===== src/hw/rtl/bss_pkg.sv =====
`timescale 1ns / 1ps

package bss_pkg;

  // Store geometry.
  localparam int TEXT_DEPTH    = 256;
  localparam int PATTERN_DEPTH = 16;
  localparam int ELEMENT_WIDTH = 8;

  // Derived widths: addresses, and lengths that can hold the depth itself.
  localparam int TADDR_W = (TEXT_DEPTH > 1) ? $clog2(TEXT_DEPTH) : 1;
  localparam int PADDR_W = (PATTERN_DEPTH > 1) ? $clog2(PATTERN_DEPTH) : 1;
  localparam int TLEN_W  = $clog2(TEXT_DEPTH + 1);
  localparam int PLEN_W  = $clog2(PATTERN_DEPTH + 1);

  // Fixed field widths of the request and result beats.
  localparam int REQ_W     = 2;
  localparam int POS_W     = 8;
  localparam int VAL_W     = 8;
  localparam int STATUS_W  = 2;
  localparam int TLREG_W   = 9;
  localparam int PLREG_W   = 5;
  localparam int CFG_W     = 9;
  localparam int CFG_IDX_W = 1;

  // Request kinds.
  localparam logic [REQ_W-1:0] REQ_WRITE_TEXT    = 2'd0;
  localparam logic [REQ_W-1:0] REQ_WRITE_PATTERN = 2'd1;
  localparam logic [REQ_W-1:0] REQ_SEARCH_FWD    = 2'd2;
  localparam logic [REQ_W-1:0] REQ_SEARCH_REV    = 2'd3;

  // Result status codes.
  localparam logic [STATUS_W-1:0] ST_FOUND       = 2'd0;
  localparam logic [STATUS_W-1:0] ST_NOT_FOUND   = 2'd1;
  localparam logic [STATUS_W-1:0] ST_WRITE_OK    = 2'd2;
  localparam logic [STATUS_W-1:0] ST_WRITE_RANGE = 2'd3;

  // Configuration register indexes.
  localparam logic [CFG_IDX_W-1:0] CFG_TEXT_LENGTH    = 1'd0;
  localparam logic [CFG_IDX_W-1:0] CFG_PATTERN_LENGTH = 1'd1;

  // Memory port control from the search engine.
  typedef struct packed {
    logic                     text_we;
    logic [TADDR_W-1:0]       text_waddr;
    logic [TADDR_W-1:0]       text_raddr;
    logic                     pat_we;
    logic [PADDR_W-1:0]       pat_waddr;
    logic [PADDR_W-1:0]       pat_raddr;
    logic [ELEMENT_WIDTH-1:0] wdata;
  } mem_req_t;

  // One finished result offered by the engine.
  typedef struct packed {
    logic                valid;
    logic [STATUS_W-1:0] status;
    logic [POS_W-1:0]    match_position;
  } res_t;

endpackage


===== src/hw/rtl/bss_ram.sv =====
`timescale 1ns / 1ps

module bss_ram #(
  parameter int WIDTH = 8,
  parameter int DEPTH = 16
) (
  input  logic                                   clk,
  input  logic                                   we,
  input  logic [((DEPTH > 1) ? $clog2(DEPTH) : 1)-1:0] waddr,
  input  logic [WIDTH-1:0]                       wdata,
  input  logic [((DEPTH > 1) ? $clog2(DEPTH) : 1)-1:0] raddr,
  output logic [WIDTH-1:0]                       rdata
);

  logic [WIDTH-1:0] mem [DEPTH];

  always_ff @(posedge clk) begin
    if (we) begin
      mem[waddr] <= wdata;
    end
    rdata <= mem[raddr];
  end

endmodule


===== src/hw/rtl/bss_engine.sv =====
`timescale 1ns / 1ps

module bss_engine (
  input  logic                              clk,
  input  logic                              rst,
  input  logic                              in_valid,
  output logic                              in_ready,
  input  logic [bss_pkg::REQ_W-1:0]         req,
  input  logic [bss_pkg::POS_W-1:0]         pos,
  input  logic [bss_pkg::VAL_W-1:0]         val,
  input  logic [bss_pkg::TLEN_W-1:0]        tlen,
  input  logic [bss_pkg::PLEN_W-1:0]        plen,
  output bss_pkg::mem_req_t                 mem,
  input  logic [bss_pkg::ELEMENT_WIDTH-1:0] text_rdata,
  input  logic [bss_pkg::ELEMENT_WIDTH-1:0] pat_rdata,
  output bss_pkg::res_t                     res,
  input  logic                              res_ready
);

  localparam logic [1:0] S_IDLE = 2'd0;
  localparam logic [1:0] S_READ = 2'd1;
  localparam logic [1:0] S_CMP  = 2'd2;
  localparam logic [1:0] S_DONE = 2'd3;

  logic [1:0]                       state, state_next;
  logic                             rev, rev_next;
  logic [bss_pkg::TLEN_W-1:0]       cand, cand_next;
  logic [bss_pkg::TLEN_W-1:0]       last, last_next;
  logic [bss_pkg::PLEN_W-1:0]       k, k_next;
  logic [bss_pkg::STATUS_W-1:0]     status, status_next;
  logic [bss_pkg::POS_W-1:0]        where_at, where_next;
  logic                             accept;

  // No request is taken while reset is held.
  assign in_ready = !rst && ((state == S_IDLE) || (state == S_DONE && res_ready));
  assign accept   = in_valid && in_ready;

  assign res.valid          = (state == S_DONE);
  assign res.status         = status;
  assign res.match_position = where_at;

  // Writes go to the stores on the accepting edge; reads follow the scan.
  always_comb begin
    mem.text_we    = accept && req == bss_pkg::REQ_WRITE_TEXT
                     && 32'(pos) < bss_pkg::TEXT_DEPTH;
    mem.pat_we     = accept && req == bss_pkg::REQ_WRITE_PATTERN
                     && 32'(pos) < bss_pkg::PATTERN_DEPTH;
    mem.text_waddr = bss_pkg::TADDR_W'(pos);
    mem.pat_waddr  = bss_pkg::PADDR_W'(pos);
    mem.wdata      = bss_pkg::ELEMENT_WIDTH'(val);
    mem.text_raddr = bss_pkg::TADDR_W'(32'(cand) + 32'(k));
    mem.pat_raddr  = bss_pkg::PADDR_W'(k);
  end

  always_comb begin
    logic [31:0] pos32, tlen32, plen32, at32;
    pos32       = 32'(pos);
    tlen32      = 32'(tlen);
    plen32      = 32'(plen);
    at32        = pos32;
    state_next  = state;
    rev_next    = rev;
    cand_next   = cand;
    last_next   = last;
    k_next      = k;
    status_next = status;
    where_next  = where_at;

    case (state)
      S_READ: begin
        if (k == plen) begin
          status_next = bss_pkg::ST_FOUND;
          where_next  = bss_pkg::POS_W'(cand);
          state_next  = S_DONE;
        end else begin
          state_next = S_CMP;
        end
      end
      S_CMP: begin
        state_next = S_READ;
        if (text_rdata == pat_rdata) begin
          k_next = k + 1'b1;
        end else begin
          k_next = '0;
          if ((!rev && cand == last) || (rev && cand == '0)) begin
            status_next = bss_pkg::ST_NOT_FOUND;
            where_next  = '0;
            state_next  = S_DONE;
          end else if (rev) begin
            cand_next = cand - 1'b1;
          end else begin
            cand_next = cand + 1'b1;
          end
        end
      end
      S_DONE: begin
        if (res_ready) begin
          state_next = S_IDLE;
        end
      end
      default: begin
        state_next = S_IDLE;
      end
    endcase

    if (accept) begin
      k_next     = '0;
      where_next = '0;
      state_next = S_DONE;
      rev_next   = (req == bss_pkg::REQ_SEARCH_REV);
      case (req)
        bss_pkg::REQ_WRITE_TEXT: begin
          status_next = mem.text_we ? bss_pkg::ST_WRITE_OK : bss_pkg::ST_WRITE_RANGE;
        end
        bss_pkg::REQ_WRITE_PATTERN: begin
          status_next = mem.pat_we ? bss_pkg::ST_WRITE_OK : bss_pkg::ST_WRITE_RANGE;
        end
        bss_pkg::REQ_SEARCH_FWD: begin
          status_next = bss_pkg::ST_NOT_FOUND;
          if (pos32 + plen32 <= tlen32) begin
            cand_next  = bss_pkg::TLEN_W'(pos32);
            last_next  = bss_pkg::TLEN_W'(tlen32 - plen32);
            state_next = S_READ;
          end
        end
        default: begin
          status_next = bss_pkg::ST_NOT_FOUND;
          if (plen32 <= tlen32) begin
            if (at32 >= tlen32) begin
              at32 = (tlen32 != 0) ? tlen32 - 1 : 0;
            end
            if (at32 + plen32 > tlen32) begin
              at32 = tlen32 - plen32;
            end
            cand_next  = bss_pkg::TLEN_W'(at32);
            state_next = S_READ;
          end
        end
      endcase
    end
  end

  always_ff @(posedge clk) begin
    if (rst) begin
      state <= S_IDLE;
    end else begin
      state <= state_next;
    end
    rev      <= rev_next;
    cand     <= cand_next;
    last     <= last_next;
    k        <= k_next;
    status   <= status_next;
    where_at <= where_next;
  end

endmodule


===== src/hw/rtl/bidirectional_substring_search.sv =====
`timescale 1ns / 1ps

// Substring search over a text store and a pattern store.
// Request beats arrive on the s_ group: s_tuser carries the request kind
// (write text element, write pattern element, search forward, search
// reverse), s_tdata the position and the element value. Every request
// gives exactly one result beat on the m_ group: m_tuser is the status
// (found, not found, write accepted, write beyond capacity) and m_tdata the
// match position, zero unless found.
// The lengths of the text and of the pattern are set through the cfg_
// write port while the block is idle; the user must keep to this, as the
// block itself has no check for it. A write is stored on the accepting
// edge and its result goes out through the output register; writes can
// follow back to back while the receiver takes the results. A search
// walks the candidate positions and, for each, the pattern elements; each
// comparison passes a read state and a compare state, as both stores give
// registered read data. One request is in work at a time.
// Reset clears the lengths and the control state; the store contents stay
// undefined until written. When the receiver stalls, the finished result
// waits in the output register and the engine holds its own result.
module bidirectional_substring_search (
  input  logic        clk,
  input  logic        rst,
  input  logic        s_tvalid,
  output logic        s_tready,
  input  logic [15:0] s_tdata,   // position [7:0], element_value [15:8]
  input  logic [1:0]  s_tuser,   // req_type [1:0]
  output logic        m_tvalid,
  input  logic        m_tready,
  output logic [7:0]  m_tdata,   // match_position [7:0]
  output logic [1:0]  m_tuser,   // status [1:0]
  input  logic        cfg_we,
  input  logic [bss_pkg::CFG_IDX_W-1:0] cfg_index,
  input  logic [bss_pkg::CFG_W-1:0]     cfg_data
);

  logic [bss_pkg::TLREG_W-1:0]      text_length;
  logic [bss_pkg::PLREG_W-1:0]      pattern_length;
  logic [bss_pkg::TLEN_W-1:0]       tlen;
  logic [bss_pkg::PLEN_W-1:0]       plen;
  bss_pkg::mem_req_t                mem;
  bss_pkg::res_t                    res;
  logic                             res_ready;
  logic [bss_pkg::ELEMENT_WIDTH-1:0] text_rdata;
  logic [bss_pkg::ELEMENT_WIDTH-1:0] pat_rdata;

  // Length registers; a write to an index outside the list has no effect.
  always_ff @(posedge clk) begin
    if (rst) begin
      text_length    <= '0;
      pattern_length <= '0;
    end else if (cfg_we) begin
      case (cfg_index)
        bss_pkg::CFG_TEXT_LENGTH:    text_length    <= cfg_data[bss_pkg::TLREG_W-1:0];
        bss_pkg::CFG_PATTERN_LENGTH: pattern_length <= cfg_data[bss_pkg::PLREG_W-1:0];
        default: ;
      endcase
    end
  end

  // Lengths beyond the store capacity are clipped to it.
  assign tlen = (32'(text_length) > bss_pkg::TEXT_DEPTH)
              ? bss_pkg::TLEN_W'(bss_pkg::TEXT_DEPTH)
              : bss_pkg::TLEN_W'(text_length);
  assign plen = (32'(pattern_length) > bss_pkg::PATTERN_DEPTH)
              ? bss_pkg::PLEN_W'(bss_pkg::PATTERN_DEPTH)
              : bss_pkg::PLEN_W'(pattern_length);

  bss_ram #(
    .WIDTH(bss_pkg::ELEMENT_WIDTH),
    .DEPTH(bss_pkg::TEXT_DEPTH)
  ) u_text_ram (
    .clk   (clk),
    .we    (mem.text_we),
    .waddr (mem.text_waddr),
    .wdata (mem.wdata),
    .raddr (mem.text_raddr),
    .rdata (text_rdata)
  );

  bss_ram #(
    .WIDTH(bss_pkg::ELEMENT_WIDTH),
    .DEPTH(bss_pkg::PATTERN_DEPTH)
  ) u_pattern_ram (
    .clk   (clk),
    .we    (mem.pat_we),
    .waddr (mem.pat_waddr),
    .wdata (mem.wdata),
    .raddr (mem.pat_raddr),
    .rdata (pat_rdata)
  );

  bss_engine u_engine (
    .clk        (clk),
    .rst        (rst),
    .in_valid   (s_tvalid),
    .in_ready   (s_tready),
    .req        (s_tuser),
    .pos        (s_tdata[7:0]),
    .val        (s_tdata[15:8]),
    .tlen       (tlen),
    .plen       (plen),
    .mem        (mem),
    .text_rdata (text_rdata),
    .pat_rdata  (pat_rdata),
    .res        (res),
    .res_ready  (res_ready)
  );

  // Output register: it takes a new result whenever it is empty or being
  // drained in the same cycle.
  assign res_ready = !m_tvalid || m_tready;

  always_ff @(posedge clk) begin
    if (rst) begin
      m_tvalid <= 1'b0;
    end else if (res_ready) begin
      m_tvalid <= res.valid;
    end
    if (res_ready && res.valid) begin
      m_tuser <= res.status;
      m_tdata <= res.match_position;
    end
  end

`ifndef ASSERT_OFF
  // A write beat always yields its result on the very next cycle.
  a_write_one_cycle: assert property (@(posedge clk) disable iff (rst)
    s_tvalid && s_tready
    && (s_tuser == bss_pkg::REQ_WRITE_TEXT || s_tuser == bss_pkg::REQ_WRITE_PATTERN)
    |=> res.valid && (res.status == bss_pkg::ST_WRITE_OK
                      || res.status == bss_pkg::ST_WRITE_RANGE))
    else $error("write result did not follow its beat");

  // Only a found result carries a nonzero position.
  a_pos_zero: assert property (@(posedge clk) disable iff (rst)
    m_tvalid && m_tuser != bss_pkg::ST_FOUND |-> m_tdata == '0)
    else $error("nonzero position on a result that is not a match");

  // A new request is taken only when the engine's pending result can leave.
  a_accept_drains: assert property (@(posedge clk) disable iff (rst)
    s_tready && res.valid |-> res_ready)
    else $error("request taken while a result is blocked");

  // Both stores are never written by the same beat.
  a_one_store: assert property (@(posedge clk) disable iff (rst)
    !(mem.text_we && mem.pat_we))
    else $error("both stores written at once");
`endif

endmodule


===== config.mk =====
export PLATFORM = sky130hd
export DESIGN_NAME = bidirectional_substring_search
export DESIGN_NICKNAME = d
export VERILOG_FILES = /design/src/hw/rtl/bss_pkg.sv /design/src/hw/rtl/bss_ram.sv /design/src/hw/rtl/bss_engine.sv /design/src/hw/rtl/bidirectional_substring_search.sv
export SDC_FILE = /design/constraint.sdc
export NUM_CORES = 2
export LEC_CHECK = 0
export BUFFER_PORTS_ARGS = -buffer_cell sky130_fd_sc_hd__buf_4
export CORE_MARGIN = 2
export CORE_UTILIZATION = 55
export CTS_BUF_LIST = sky130_fd_sc_hd__clkbuf_8
export CTS_CLUSTER_SIZE = 14
export DETAILED_ROUTE_END_ITERATION = 7
export HOLD_SLACK_MARGIN = 0.06
export MAX_ROUTING_LAYER = met4
export PLACE_DENSITY = 0.78
export SYNTH_ARGS = -nofsm -noshare
export SYNTH_HDL_FRONTEND = slang
export SYNTH_SLANG_ARGS = --single-unit
export TNS_END_PERCENT = 30

===== constraint.sdc =====
create_clock -name clk -period 14.9 [get_ports clk]
set_clock_uncertainty 0.2 [all_clocks]
set_input_delay 2.98 -clock clk [delete_from_list [all_inputs] [get_ports clk]]
set_output_delay 2.98 -clock clk [all_outputs]
set_load 0.02 [all_outputs]

# [Word-level counts from Yosys, hierarchy flattened]
# Memory sizes are Yosys's and may differ from the RTL's. A register that Yosys moved wholly into a read port is not among the register bits.
# Cells that the tools add are included.
[classes] addsub=8 magnitude_cmp=7 eq_ne=16 n_mux=42 bitwise=1 n_reduce_logical=27
[op_table] operator="$mux W32" n=5
[op_table] operator="$mux W9" n=9
[op_table] operator="$add A32 B5 Y32" n=1
[op_table] operator="$gt A32 B9 Y1" n=1
[op_table] operator="$le A32 B9 Y1" n=1
[op_table] operator="$mux W8" n=3
[op_table] operator="$mux W2" n=10
[op_table] operator="$pmux W9 S2" n=1
[op_table] operator="$pmux W8 S2" n=1
[op_table] operator="$pmux W2 S2" n=3
[op_table] operator="$mux W5" n=2
[op_table] operator="$sub A9 B1 Y10 const B" n=1
[op_table] operator="$add A8 B5 Y9" n=1
[op_table] operator="$add A9 B1 Y9 const B" n=1
[op_table] operator="$eq A9 B9 Y1" n=1
[op_table] operator="$ge A8 B9 Y1" n=1
[op_table] operator="$gt A9 B9 Y1 const B" n=1
[op_table] operator="$le A5 B9 Y1" n=1
[op_table] operator="$logic_not A9 Y1" n=1
[op_table] operator="$ne A3 B1 Y1 const B" n=3
[op_table] operator="$reduce_bool A9 Y1" n=1
[op_table] operator="$sub A9 B1 Y9 const B" n=1
[op_table] operator="$sub A9 B5 Y9" n=1
[op_table] operator="$add A8 B5 Y8" n=1
[op_table] operator="other kinds (24)" n=49
[totals] register_bits=61 ramBits=2176 inputBits=33 output_inout_bits=12 elab_cells=115 memories=2
[mem_list] memory="u_text_ram.mem" words=256 word_bits=8 read_ports=1 rd_clocked_by_memory_dff=1 write_ports=1 line="bss_ram.sv:15" text="logic [WIDTH-1:0] mem [DEPTH];"
[mem_list] memory="u_pattern_ram.mem" words=16 word_bits=8 read_ports=1 rd_clocked_by_memory_dff=1 write_ports=1 line="bss_ram.sv:15"

# [Depth between registers and ports, before layout]
[logic_depth] depth_word=14 ltp_mapped=31

# [Cells and area by module]
# From an unflattened synthesis, not the netlist that was laid out.
[hier_totals] hier_cells=4613 area_unflattened_um2=90439.2
[by_module_without_submodules] module="bss_ram at u_text_ram" n_inst=1 cells_per_inst=3733 area_per_inst_um2=79556.3 seq_area_each_um2=61659.1
[by_module_without_submodules] module="bss_ram at u_pattern_ram" n_inst=1 cells_per_inst=229 area_per_inst_um2=5147.4 seq_area_each_um2=4003.8
[by_module_without_submodules] module="bss_engine" n_inst=1 cells_per_inst=566 area_per_inst_um2=4722.0 seq_area_each_um2=840.8
[by_module_without_submodules] module="bidirectional_substring_search" n_inst=1 cells_per_inst=85 area_per_inst_um2=1013.5 seq_area_each_um2=600.6

# [Least setup slack after synthesis]
# Ideal clock, no wire load.
[synth_path] kind="input port to flip-flop" from="input port s_tdata[0]" to="register u_engine.cand[4] in the netlist's numbering" setup_time_ns=0.134 arrival_ns=7.862 required_ns=14.566 path_slack_ns=6.704 cell_stages=27 path_cell_list="clkbuf_1 > inv_1 > ha_1 > nand2b_1 > a211oi_1 > o21ai_0 > a21oi_1 > clkbuf_1 > nand2_1 > o31ai_1 > ha_1 > inv_1 > fa_1 > nor2b_1 > o31a_1 > nor2_1 > nor3_1 > xor2_1 > ha_1 > nand4_1 > nor2_1 > nand2_1 > a221oi_1 > o31ai_1 > nor4b_1 > a2111oi_0 > a21oi_1"
[synth_between] elab_chain_len=11
[synth_lines] element="start: declaration" line="bidirectional_substring_search.sv:26" text="input logic [15:0] s_tdata,"
[synth_lines] element="$ge A8 B9 Y1" line="bss_engine.sv:129" text="if (at32 >= tlen32) begin"
[synth_lines] element="$mux W32" line="bss_engine.sv:129"
[synth_lines] element="$mux W32" line="bss_engine.sv:128" text="if (plen32 <= tlen32) begin"
[synth_lines] element="$mux W32" line="bss_engine.sv:111" text="case (req)"
[synth_lines] element="$mux W32" line="bss_engine.sv:106" text="if (accept) begin"
[synth_lines] element="$add A32 B5 Y32" line="bss_engine.sv:132" text="if (at32 + plen32 > tlen32) begin"
[synth_lines] element="$gt A32 B9 Y1" line="bss_engine.sv:132"
[synth_lines] element="$mux W9" line="bss_engine.sv:132"
[synth_lines] element="$mux W9" line="bss_engine.sv:128"
[synth_lines] element="$pmux W9 S2 (*)" line="bss_engine.sv:111"
[synth_lines] element="$mux W9 (*)" line="bss_engine.sv:106"
[synth_lines] element="via u_engine.cand_next (one bit)" line="bss_engine.sv:27" text="logic [bss_pkg::TLEN_W-1:0] cand, cand_next;"
[synth_lines] element="end signal: assignment" line="bss_engine.sv:150" text="cand <= cand_next;"
[synth_lines] element="end: declaration" line="bss_engine.sv:27"
# Mark *: on every way through the listed nets, which the timed path passes. The rest lies on a longest branch. The select of a mux whose other input is x is not followed.
# A chain may end at the register's enable or synchronous reset.

# [Final worst setup path]
# Same ends and word-level chain as after synthesis.

==> impl_results.md <==
* Status: finished clean
* Post-synth EDFFs at about 2.2k
* Final Util at 0.611
* Worst-path clk slew at about 0.07 ns
* Hold Crit Depth at 0
* Die area at 166000 µm²
* Site row count at 147
* GPL Wtd Cong at 0.880
* CORE AREA at 161000 µm²
* Max Buffers Root-to-Sink at 4
* Pleak at 0.0307 µW
* Gr usage total at 0.256
* Most frequent cells in the layout: edfxtp_1, mux4_2, clkbuf_8
* Hold Crit Class: flip-flop to flip-flop
* Primary FF master, synth: edfxtp_1
* Antenna violations before repair at 3
* Period utilization at 0.509
* Post-Syn Instances at 4120
* H-Tree Depth at 5
* Later-pin clock latency in the skew report at 1.05 ns
* Vias in the first global route at between 40k and 50k
* Area leader, netlist: edfxtp_1
* Worst R2R Path Depth at 11
* Die Y at 407 µm
* Unrepaired setup endpoints after global routing: no
* Syn avg cell area at about 22 µm²
* DR pass1 iterations at 5
* Max-Cap Viols at 0
* Final WL at a little over 200000 µm
* CP startpoint kind: input port
* Hold Vio Cnt, Final at 0
* Initial core utilization at 0.555
* Commonest non-fill, non-tap cell in the layout: edfxtp_1
* Via Count at about 44k
* Area share of the largest cell type after synthesis at 0.739
* Tmin final at approximately 7.6 ns
* Tightest Pin Transition at 1.31 ns
* Share of flip-flops with an asynchronous set or reset at 0
* Worst reg2reg setup slack at 8.17 ns
* Die width at between 400 and 500 µm
* Post-CTS sizing at 0
* Peak supply drop at ~0.16 mV
* Hpwl dp at 116000 µm
* Root Driver: clkbuf_8
* DRC at 0
* Final net count at 4465
* Largest net degree at the start of global routing at around 130
* Area grow syn2layout at 10.0%
* Final setup viols at 0
* Share of layout cells above drive strength 1 at 0.275
* DR WL/cell at around 30 µm
* Pre-CTS setup slack at around 6.4 ns
* Worst Setup End Kind: flip-flop
* Power density over the cells at around 170 nW/µm²
* Count of input and output buffers at 44
* Gr ovfl total at 0
* # Post-CTS Setup Buffers at 0
* Post-route insts no fill at between 6k and 7k
* Fmax at between 0.1 and 0.15 GHz
* CTS sink cnt at roughly 2.3k
* CP required at 15.57 ns
* Relative slew margins at 0.120
* Path type of the worst setup path: input port to flip-flop
* Drt initial violations at 5913
* Placed insts at 6165
* FILL cells at approximately 11k
* CTS tree: built
* Cts hold-fix bufs at 0
* Seq cells post-synth at 2253
* Reg area at 67100 µm²
* TritonCTS buffer count at 353
* Max-slew violations at 0
* Worst EP arrival at 8.25 ns
* Via-per-instance ratio at 6.43
* Synthesized area at a little under 90000 µm²
* First-pass GRT wire length at 295000 µm
* Net count after synthesis at roughly 4.2k
* Combined area of the multi-input logic cells at 21100 µm²
* Synth area leaders: edfxtp_1, mux4_2, nor2_1
* Io pins at 45
* Antenna viol nets, final at 0
* Setup tns final at 0 ns
* Max FO, Critical Path at 15
* Register area share after synthesis at 0.751
* Number of warnings issued by yosys at 0
* Final worst slack at 7.32 ns
* Synth cell types at 59
[Yosys cell counts, drive strengths merged (5+ instances only)]
cell type,number
mux4,680
fa,5
a22o,34
xor2,32
o22ai,10
edfxtp,2198
nand2b,8
nor2,322
a31oi,5
nand3,29
inv,38
ha,67
mux2,8
a211oi,6
a21o,8
o21a,5
clkbuf,132
a221o,25
a22oi,6
a21oi,52
nor2b,18
xnor2,24
nor3,17
mux2i,9
o31ai,8
a221oi,18
dfxtp,55
buf,92
o21ai,32
nand2,106
nor4,11
nand4,15
[flip-flops by register name, indices dropped and copies added, names as in the netlist]
| name | count |
|---|---|
| u_engine.where_at | 8 |
| u_engine.status | 2 |
| m_tvalid | 1 |
| u_engine.last | 9 |
| m_tdata | 8 |
| u_engine.k | 5 |
| m_tuser | 2 |
| u_engine.state | 2 |
| u_pattern_ram.rdata | 8 |
| u_text_ram.rdata | 8 |
| u_engine.cand | 9 |
| text_length | 9 |
| pattern_length | 5 |
| u_text_ram.mem | 2048 |
| u_engine.rev | 1 |
| u_pattern_ram.mem | 128 |
[per-layer routing]
metal  global-route usage  vias up  part of all wire
met5                    -        -                 0
met4               0.0877        0             0.031
met3               0.0527      380              0.10
met2                0.383     2642              0.48
met1                0.356    22800              0.39
li1                     -    17800                 -
[critical path: stages]
cell	delay (ns)
buf_4	0.15
inv_1	0.09
ha_1	0.28
nand2b_1	0.15
a211oi_1	0.29
o21ai_0	0.19
a21oi_1	0.16
buf_4	0.24
mux2i_1	0.31
inv_1	0.11
ha_1	0.32
a211oi_1	0.26
o21bai_1	0.12
a21oi_1	0.38
nor2_1	0.12
xnor2_1	0.15
ha_1	0.33
o21a_1	0.11
o21ai_0	0.13
a21oi_1	0.05
a221oi_1	0.35
o31ai_1	0.13
buf_4	0.21
nor4b_1	0.15
a2111oi_0	0.39
a21oi_1	0.08
[power by group]
part / switching [µW] / leakage, µW / total [µW] / internal, µW
combinational: 2420 / 0.00685 / 4580 / 2160
sequential: 56.4 / 0.0202 / 7050 / 6990
clock: 2310 / 0.00360 / 4770 / 2460
total: 4790 / 0.0307 / 16400 / 11600
[area by class of cell]
| class | instances | area share |
|---|---|---|
| multi-input combinational | 1605 | 0.214 |
| clock inverter | 241 | 0.0128 |
| timing repair buffer | 109 | 0.00970 |
| inverter | 38 | 0.00145 |
| clock buffer | 369 | 0.0517 |
| antenna | 5 | 0.000127 |
| tap | 2160 | 0.0275 |
| sequential | 2253 | 0.682 |
[cells by family after synthesis]
group           share of synthesized area
flops                               0.751
mux                                 0.173
simple gates                       0.0262
buf+inv                            0.0146
compound gates                     0.0188
fa+ha+maj                          0.0105
xor+xnor                          0.00549
[through the flow]
| stage | hold slack [ns] | area, µm² | power, µW |
|---|---|---|---|
| after floorplan | 0.200 | 89400 | 10400 |
| after global placement | 0.208 | 92000 | 11700 |
| after detailed placement | 0.207 | 92000 | 11700 |
| after CTS | 0.218 | 98300 | 16500 |
| after global routing | 0.248 | 98300 | 16900 |
| final | 0.221 | 98300 | 16400 |
[worst paths after layout]
check,startpoint,end
max,s_tdata[0],u_engine.cand[4]
min,u_engine.where_at[6],m_tdata[6]
max reg2reg,u_engine.k[0],u_text_ram.rdata[7]
min reg2reg,u_engine.where_at[6],m_tdata[6]
(Power assumes the default switching activity.)
